==> config.mk <==
export PLATFORM = sky130hd
export DESIGN_NAME = mtwc_front
export DESIGN_NICKNAME = d
export VERILOG_FILES = /design/src/sv/mtwc_pkg.sv /design/src/sv/mtwc_front.sv
export SDC_FILE = /design/constraint.sdc
export NUM_CORES = 1
export LEC_CHECK = 0
export BUFFER_PORTS_ARGS = -buffer_cell sky130_fd_sc_hd__buf_2
export CORE_AREA = 2 2 102 104
export DETAILED_ROUTE_END_ITERATION = 10
export DIE_AREA = 0 0 104 106
export PLACE_DENSITY = 0.86
export SYNTH_ARGS = -nofsm -noshare
export SYNTH_HDL_FRONTEND = slang
export SYNTH_SLANG_ARGS = --single-unit
==> constraint.sdc <==
create_clock -name vclk -period 16.4
set_clock_uncertainty 0.1 [all_clocks]
set_input_delay 3.28 -clock vclk [all_inputs]
set_output_delay 3.28 -clock vclk [all_outputs]
set_load 0.02 [all_outputs]
==> src/sv/mtwc_pkg.sv <==
// shared types and constants for the motion triggered window capture
package mtwc_pkg;

    localparam int SAMPLE_W = 96;
    localparam int OUT_W    = 112;
    localparam int IDX_W    = 6;

    // stored frame, accel x in the lowest bits
    typedef struct packed {
        logic [16:0] rate_z;
        logic [16:0] rate_y;
        logic [16:0] rate_x;
        logic [15:0] accel_z;
        logic [15:0] accel_y;
        logic [15:0] accel_x;
    } t_frame;

    typedef struct packed {
        logic [15:0] threshold;
        logic [15:0] off_x;
        logic [15:0] off_y;
        logic [15:0] off_z;
    } t_cfg;

    localparam logic [1:0] REG_THRESHOLD = 2'd0;
    localparam logic [1:0] REG_OFF_X     = 2'd1;
    localparam logic [1:0] REG_OFF_Y     = 2'd2;
    localparam logic [1:0] REG_OFF_Z     = 2'd3;

    localparam logic [15:0] THRESHOLD_RST = 16'd8000;
    localparam logic [15:0] OFF_X_RST     = 16'd478;
    localparam logic [15:0] OFF_Y_RST     = 16'd100;
    localparam logic [15:0] OFF_Z_RST     = 16'd20;

    localparam logic [IDX_W-1:0] CNT_MAX = 6'd63;

endpackage

==> src/sv/mtwc_front.sv <==
// gyro offset correction and motion trigger detection
module mtwc_front (
    input  logic [mtwc_pkg::SAMPLE_W-1:0] i_tdata,
    input  mtwc_pkg::t_cfg                i_cfg,
    output mtwc_pkg::t_frame              o_frame,
    output logic                          o_hit
);

    logic [15:0] w_rate_x, w_rate_y, w_rate_z;
    logic [16:0] w_cor_x, w_cor_y, w_cor_z;
    logic [16:0] w_mag_x, w_mag_y, w_mag_z;
    logic [16:0] w_thr;

    assign w_rate_x = i_tdata[63:48];
    assign w_rate_y = i_tdata[79:64];
    assign w_rate_z = i_tdata[95:80];

    // sign-extended 17-bit sums are exact
    assign w_cor_x = {w_rate_x[15], w_rate_x} + {i_cfg.off_x[15], i_cfg.off_x};
    assign w_cor_y = {w_rate_y[15], w_rate_y} + {i_cfg.off_y[15], i_cfg.off_y};
    assign w_cor_z = {w_rate_z[15], w_rate_z} + {i_cfg.off_z[15], i_cfg.off_z};

    // magnitude as 17-bit unsigned, most negative value maps to 65536
    assign w_mag_x = w_cor_x[16] ? (17'd0 - w_cor_x) : w_cor_x;
    assign w_mag_y = w_cor_y[16] ? (17'd0 - w_cor_y) : w_cor_y;
    assign w_mag_z = w_cor_z[16] ? (17'd0 - w_cor_z) : w_cor_z;

    assign w_thr = {1'b0, i_cfg.threshold};
    assign o_hit = (w_mag_x > w_thr) || (w_mag_y > w_thr) || (w_mag_z > w_thr);

    assign o_frame.accel_x = i_tdata[15:0];
    assign o_frame.accel_y = i_tdata[31:16];
    assign o_frame.accel_z = i_tdata[47:32];
    assign o_frame.rate_x  = w_cor_x;
    assign o_frame.rate_y  = w_cor_y;
    assign o_frame.rate_z  = w_cor_z;

endmodule

==> results by group, run 1 <==
STA
  • Fmax: 87.1 MHz
  • Setup TNS: 0 ps
  • Crit share post-route: between 70 and 80%
  • Unrepaired setup endpoints after global routing: false
  • Worst slew pin tran: about 970 ps
  • Max Slew Vio Count: 0
  • Finish-stage setup viols: 0
  • Final Hold Fails: 0
  • Worst slew margin: 35.1%
  • Final min period: around 11000 ps

Run
  • Maxcap violations: 0

Die
  • Row count: 37
  • Core ar.: approximately 10000 um^2
  • Die Area: 11000 um^2
  • Die extent in y: 106 um
  • Boundary Pins: 260
  • Horiz. Die Dim: 104 um
  • Starting density of the core: between 40% and 50%

Placed design
  • Port Buffer Count: 164
  • Final Wtd Congestion: roughly 0.9
  • Hpwl dp: 10.5 mm

Cells and area
  • Register area: 0 um^2
  • Ant. Diodes: 0
  • Layout cells sized above 1: 23.9%
  • Synth-to-Final Area Change: 12.1%
  • Clk_buf instances: 0
  • Post-layout net count: 1027
  • Core Util, Final: 53.6%
  • Fill count: roughly 1000
  • Flip-flop and latch count: 0

Route
  • DR iter-0 viols: around 200
  • DRC Markers: 0
  • Drt wl/cell: roughly 13 um
  • Drt total wl: 12.0 mm
  • Drt via density: between 5 and 6
  • First drt pass iteration count: 5
  • Vias post-DR: approximately 5000
  • Antenna-violating nets left: 0

CTS
  • Cts hold-fix bufs: 0
  • # resized after CTS: 0
  • Post-CTS Setup Bufs: 0

GRT
  • First-pass GRT wire length: 20.3 mm
  • GRT overflow: 0
  • Largest net degree at the start of global routing: 12
  • GRT Overall Usage: 20.9%
  • Vias in the first global route: between 4000 and 5000
  • Initial antenna violation count: 0

Power
  • PnR Total Power: 0.357 mW
  • Power Dens Cells: 66.6 nW/um^2
  • Peak VDD IR: 0.0361 mV
  • Leak: 2.76 nW

Setup path
  • Worst Setup End Kind: primary output
  • Crit-path slowest cell: mux2i_1
  • Worst setup SP type: primary input
  • Largest delay share family, worst path: compound AO/OA/AOI/OAI gates
  • CP most frequent cell: a21o_1
  • Cells along the critical path: buf_2 > ha_1 > inv_1 > fa_1 > nand2b_1 > a21o_1 > a211o_1 > a221o_1 > nor3b_1 > mux2i_1 > inv_1 > nand2_1 > xnor2_1 > ha_1 > a21o_1 > a21o_1 > a21oi_1 > o21ai_0 > a221oi_1 > o221ai_1 > nor3_1 > o41ai_1 > buf_2
  • Arrival time at the worst endpoint: 8110 ps
  • Slowest stage delay, CP: 470 ps
  • Crit-path max FO: 11
  • Crit path kind: in -> out
  • Crit path buf inv count: 4
  • CP Data Required Time: 13020 ps

Synth
  • Syn_area_per_cell: 7.31 um^2
  • Mux share of post-synthesis cell area: less than 1%
  • Top cell type's share of synthesized area: 25.9%
  • Synth Area in Adders: 27.2%
  • Net Count, Synth: 916
  • Top-count cell post-synth: ha_1
  • Synth Area in XOR/XNOR: 14.4%
  • Synth Area in Simple Gates: 19.3%
  • Mapped Area: 4780 um^2
  • Largest family of logic cells by synthesized area: adder cells
  • Count of cell types in the netlist: 63
  • Area leader, netlist: ha_1
  • Syn Inst Count: 654
  • Most frequent cells after synthesis: 99 x ha_1, 55 x nor2_1, 50 x xnor2_1, 48 x buf_4, 48 x inv_1
  • Synth warnings: 0
  • Synth Area in Compound Gates: 26.3%
  • Seq/Total Area, Yosys: 0%
  • Area contributors post-synth: ha_1 26%, xnor2_1 9.2%, buf_4 7.5%

Run status
  • Status: completed

Hold path
  • Hold Crit Class: in -> out
-- final timing paths --
| kind | depth (start not counted) | slack, ps | to | from |
|---|---|---|---|---|
| max | 23 | 4910 | o_hit | i_tdata[64] |
| min | 0 | 6460 | o_frame[11] | i_tdata[11] |
-- layout make-up --
cell class	instances	area, um^2	share of cell area, %
inverter	49	184	3.43
multi-input combinational	550	4180	78.1
tap	136	170	3.18
timing repair buffer	164	821	15.3
-- logic make-up after synthesis --
kind of cell	Yosys count
muxes	2
xor gates and xnor gates	76
and+or+nand+nor	188
adders and majority gates	102
AOI/OAI and AO/OA	182
buffers and inverters	104
-- power breakdown --
| part | switching (mW) | internal (mW) | total (mW) | leakage, nW |
|---|---|---|---|---|
| Sequential | 0 | 0 | 0 | 0 |
| Combinational | 0.210 | 0.147 | 0.357 | 2.76 |
| Clock | 0 | 0 | 0 | 0 |
| Total | 0.210 | 0.147 | 0.357 | 2.76 |
-- metrics by stage --
stage	setup WS (ps)	hold slack, ps	area [um^2]	std cells
6_report	4910	6460	5360	899
5_1_grt	4630	6460	5360	899
4_1_cts	5030	6460	5360	899
3_5_place_dp	5050	6460	5360	899
3_3_place_gp	5160	6460	5360	899
2_1_floorplan	5580	6570	4780	654
-- cells in the final DEF, fill, tap and decap left out, drive strengths merged, types with 8 or more instances in the layout --
| cell | n |
|---|---|
| a21o | 28 |
| a21oi | 45 |
| and3 | 8 |
| buf | 164 |
| ha | 99 |
| inv | 49 |
| nand2 | 46 |
| nand3 | 19 |
| nand4 | 9 |
| nor2 | 55 |
| nor3 | 12 |
| o21ai | 33 |
| o31ai | 8 |
| xnor2 | 50 |
| xor2 | 26 |
-- routing by layer --
metal	up-vias	share of wire, %	GRT usage [%]
met1	2257	44	26.0
met2	148	48	38.6
li1	2574	-	-
met3	30	5.4	1.78
met5	-	0	0
met4	0	2.2	5.21
Power figures use the tool's default switching activity.
==> run 2, diff against run 1 <==
--- a/config.mk
+++ b/config.mk
@@ -6,10 +6,10 @@
 export NUM_CORES = 1
 export LEC_CHECK = 0
 export BUFFER_PORTS_ARGS = -buffer_cell sky130_fd_sc_hd__buf_2
-export CORE_AREA = 2 2 102 104
+export CORE_MARGIN = 2
+export CORE_UTILIZATION = 48
 export DETAILED_ROUTE_END_ITERATION = 10
-export DIE_AREA = 0 0 104 106
-export PLACE_DENSITY = 0.86
+export PLACE_DENSITY = 0.85
 export SYNTH_ARGS = -nofsm -noshare
 export SYNTH_HDL_FRONTEND = slang
 export SYNTH_SLANG_ARGS = --single-unit
==> constraint.sdc (replaced) <==
create_clock -name vclk -period 10.6
set_clock_uncertainty 0.1 [all_clocks]
set_input_delay 2.12 -clock vclk [all_inputs]
set_output_delay 2.12 -clock vclk [all_outputs]
set_load 0.02 [all_outputs]
==> results by group, run 2 (same netlist as run 1, synthesis figures left out) <==
Hold path
  • Worst hold endpoint: o_frame[12]
  • Hold_sp: i_tdata[12]
  • Hold Crit Class: in -> out
  • Hold Path Depth: 0 (unchanged)

Die
  • Boundary Pins: 260 (unchanged)
  • Die Area: 10800 um^2 (-2.3%)
  • Row count: 36 (-2.7%)
  • Starting density of the core: 49.1% (+1.3 points)
  • Core ar.: 9730 um^2 (-2.7%)
  • Die extent in y: 104 um (-2.1%)
  • Horiz. Die Dim: 104 um (-0.21%)

Setup path
  • Crit-path slowest cell: a2111oi_0
  • Cells along the critical path: buf_2 > ha_1 > a21o_1 > a2111oi_0 > a211o_1 > a221o_1 > nor3b_1 > mux2i_1 > inv_1 > o21ai_0 > xnor2_1 > ha_1 > nand4_1 > nor2_1 > a211oi_1 > o21ai_0 > a221oi_1 > o221ai_1 > nor3_1 > o41ai_1 > buf_2
  • Crit-path max FO: 11 (unchanged)
  • Crit path kind: in -> out
  • Arrival time at the worst endpoint: 6900 ps (-1210 ps)
  • Slowest stage delay, CP: 730 ps (+260 ps)
  • CP Data Required Time: 8380 ps (-4640 ps)
  • Worst Setup End Kind: primary output
  • Worst setup SP type: primary input

GRT
  • Initial antenna violation count: 0 (unchanged)
  • Vias in the first global route: 4769 (+0.19%)
  • GRT overflow: 0 (unchanged)
  • GRT Overall Usage: 21.7% (+0.84 points)
  • Largest net degree at the start of global routing: 12 (unchanged)
  • First-pass GRT wire length: 20.8 mm (+2.6%)

Power
  • Flop pwr share: 0% (unchanged)
  • Sw frac: 58.7% (about the same)
  • Logic gate share of total power: 100.0% (about the same)
  • Leak: 2.76 nW (unchanged)
  • Internal power: 0.227 mW (+54%)
  • Power Dens Cells: 103 nW/um^2 (+54%)
  • Clock share of power: 0% (unchanged)
  • NetSw: 0.323 mW (+54%)
  • Peak VDD IR: 0.0560 mV (+55%)

Cells and area
  • Flip-flop and latch count: 0 (unchanged)
  • Core Util, Final: 55.0% (+1.5 points)
  • Post-layout net count: 1027 (unchanged)
  • Register area: 0 um^2 (unchanged)
  • Clk_buf instances: 0 (unchanged)
  • Fill count: 980 (-1.5%)
  • Layout cells sized above 1: 23.9% (unchanged)
  • Commonest non-fill, non-tap cells in the layout: 164 x buf_2, 99 x ha_1, 55 x nor2_1
  • Synth-to-Final Area Change: 12.0% (about the same)
  • Commonest non-fill, non-tap cell in the layout: buf_2
  • Ant. Diodes: 0 (unchanged)

STA
  • Crit share post-route: 86.1%
  • Final Hold Fails: 0 (unchanged)
  • Worst slew margin: 37.2% (+2.0 points)
  • Setup TNS: 0 ps (unchanged)
  • Finish-stage setup viols: 0 (unchanged)
  • Unrepaired setup endpoints after global routing: false
  • Post-route setup slack: 1480 ps (-3440 ps)
  • Worst slew pin tran: 938 ps (-29.9 ps)
  • Max Slew Vio Count: 0 (unchanged)
  • Fmax: 110 MHz
  • Final min period: roughly 9100 ps

Route
  • Drt total wl: 12.1 mm (+0.84%)
  • First drt pass iteration count: 5 (unchanged)
  • Vias post-DR: 5032 (+0.46%)
  • Antenna-violating nets left: 0 (unchanged)
  • Drt wl/cell: 13.5 um (+1.2%)
  • Drt via density: 5.62 (+0.80%)
  • DR iter-0 viols: 209 (+5.0%)
  • DRC Markers: 0 (unchanged)

CTS
  • Post-CTS Setup Bufs: 0 (unchanged)
  • # resized after CTS: 0 (unchanged)
  • Cts hold-fix bufs: 0 (unchanged)

Placed design
  • Hpwl dp: 10.7 mm (+1.4%)
  • Pre-CTS setup slack: 1580 ps (-3470 ps)
  • Port Buffer Count: 164 (unchanged)
  • Final Wtd Congestion: 0.916 (-1.1%)

Run
  • Maxcap violations: 0 (unchanged)

Run status
  • Status: completed
-- run 2: cell counts in the layout (fill, tap and decap cells not counted) --
No cell type changed its count.
-- run 2: layer usage --
| metal | share of wire (%) | wire length, um | track usage [%] |
|---|---|---|---|
| met2 | 49 | 5890 | 40.2 |
| met5 | 0 | 0 | 0 |
| met1 | 45 | 5440 | 27.9 |
| met3 | 5.1 | 615 | 1.45 |
| met4 | 1.4 | 174 | 3.57 |
-- run 2: worst max-delay path: cells and delay by family --
| family | cells | cell delay, ps |
|---|---|---|
| AO/OA/AOI/OAI | 10 | 2450 |
| XOR/XNOR | 1 | 160 |
| adder cells (fa/ha/maj) | 2 | 650 |
| buffers and inverters | 3 | 600 |
| multiplexers | 1 | 220 |
| AND/OR/NAND/NOR | 4 | 680 |
-- run 2: how the worst max path moves through the flow --
stage                           start    end  slack, ps  cells past startpoint
after floorplan           i_tdata[69]  o_hit       2100                     20
after global placement      i_cfg[16]  o_hit       1680                     23
after detailed placement    i_cfg[16]  o_hit       1580                     23
after CTS                   i_cfg[16]  o_hit       1550                     23
after global routing      i_tdata[69]  o_hit       1070                     21
final                     i_tdata[69]  o_hit       1480                     21
-- run 2: area by class of cell --
type                       instances  area [um^2]  share of cell area [%]
tap                              133          166                    3.11
inverter                          49          184                    3.43
multi-input combinational        550         4180                    78.1
timing repair buffer             164          821                    15.3
-- run 2: power groups by stage --
stage	logic, mW	registers, mW	clock network, mW
after floorplan	0.436	0	0
after detailed placement	0.545	0	0
final	0.550	0	0
after CTS	0.549	0	0
after global placement	0.536	0	0
after global routing	0.618	0	0
-- run 2: metrics by stage --
step / std cells / total power [mW] / cell area, um^2 / hold slack (ps)
after CTS: 896 / 0.549 / 5360 / 4140
final: 896 / 0.550 / 5360 / 4140
after global routing: 896 / 0.618 / 5360 / 4140
after floorplan: 654 / 0.436 / 4780 / 4250
after detailed placement: 896 / 0.545 / 5360 / 4140
after global placement: 896 / 0.536 / 5360 / 4140
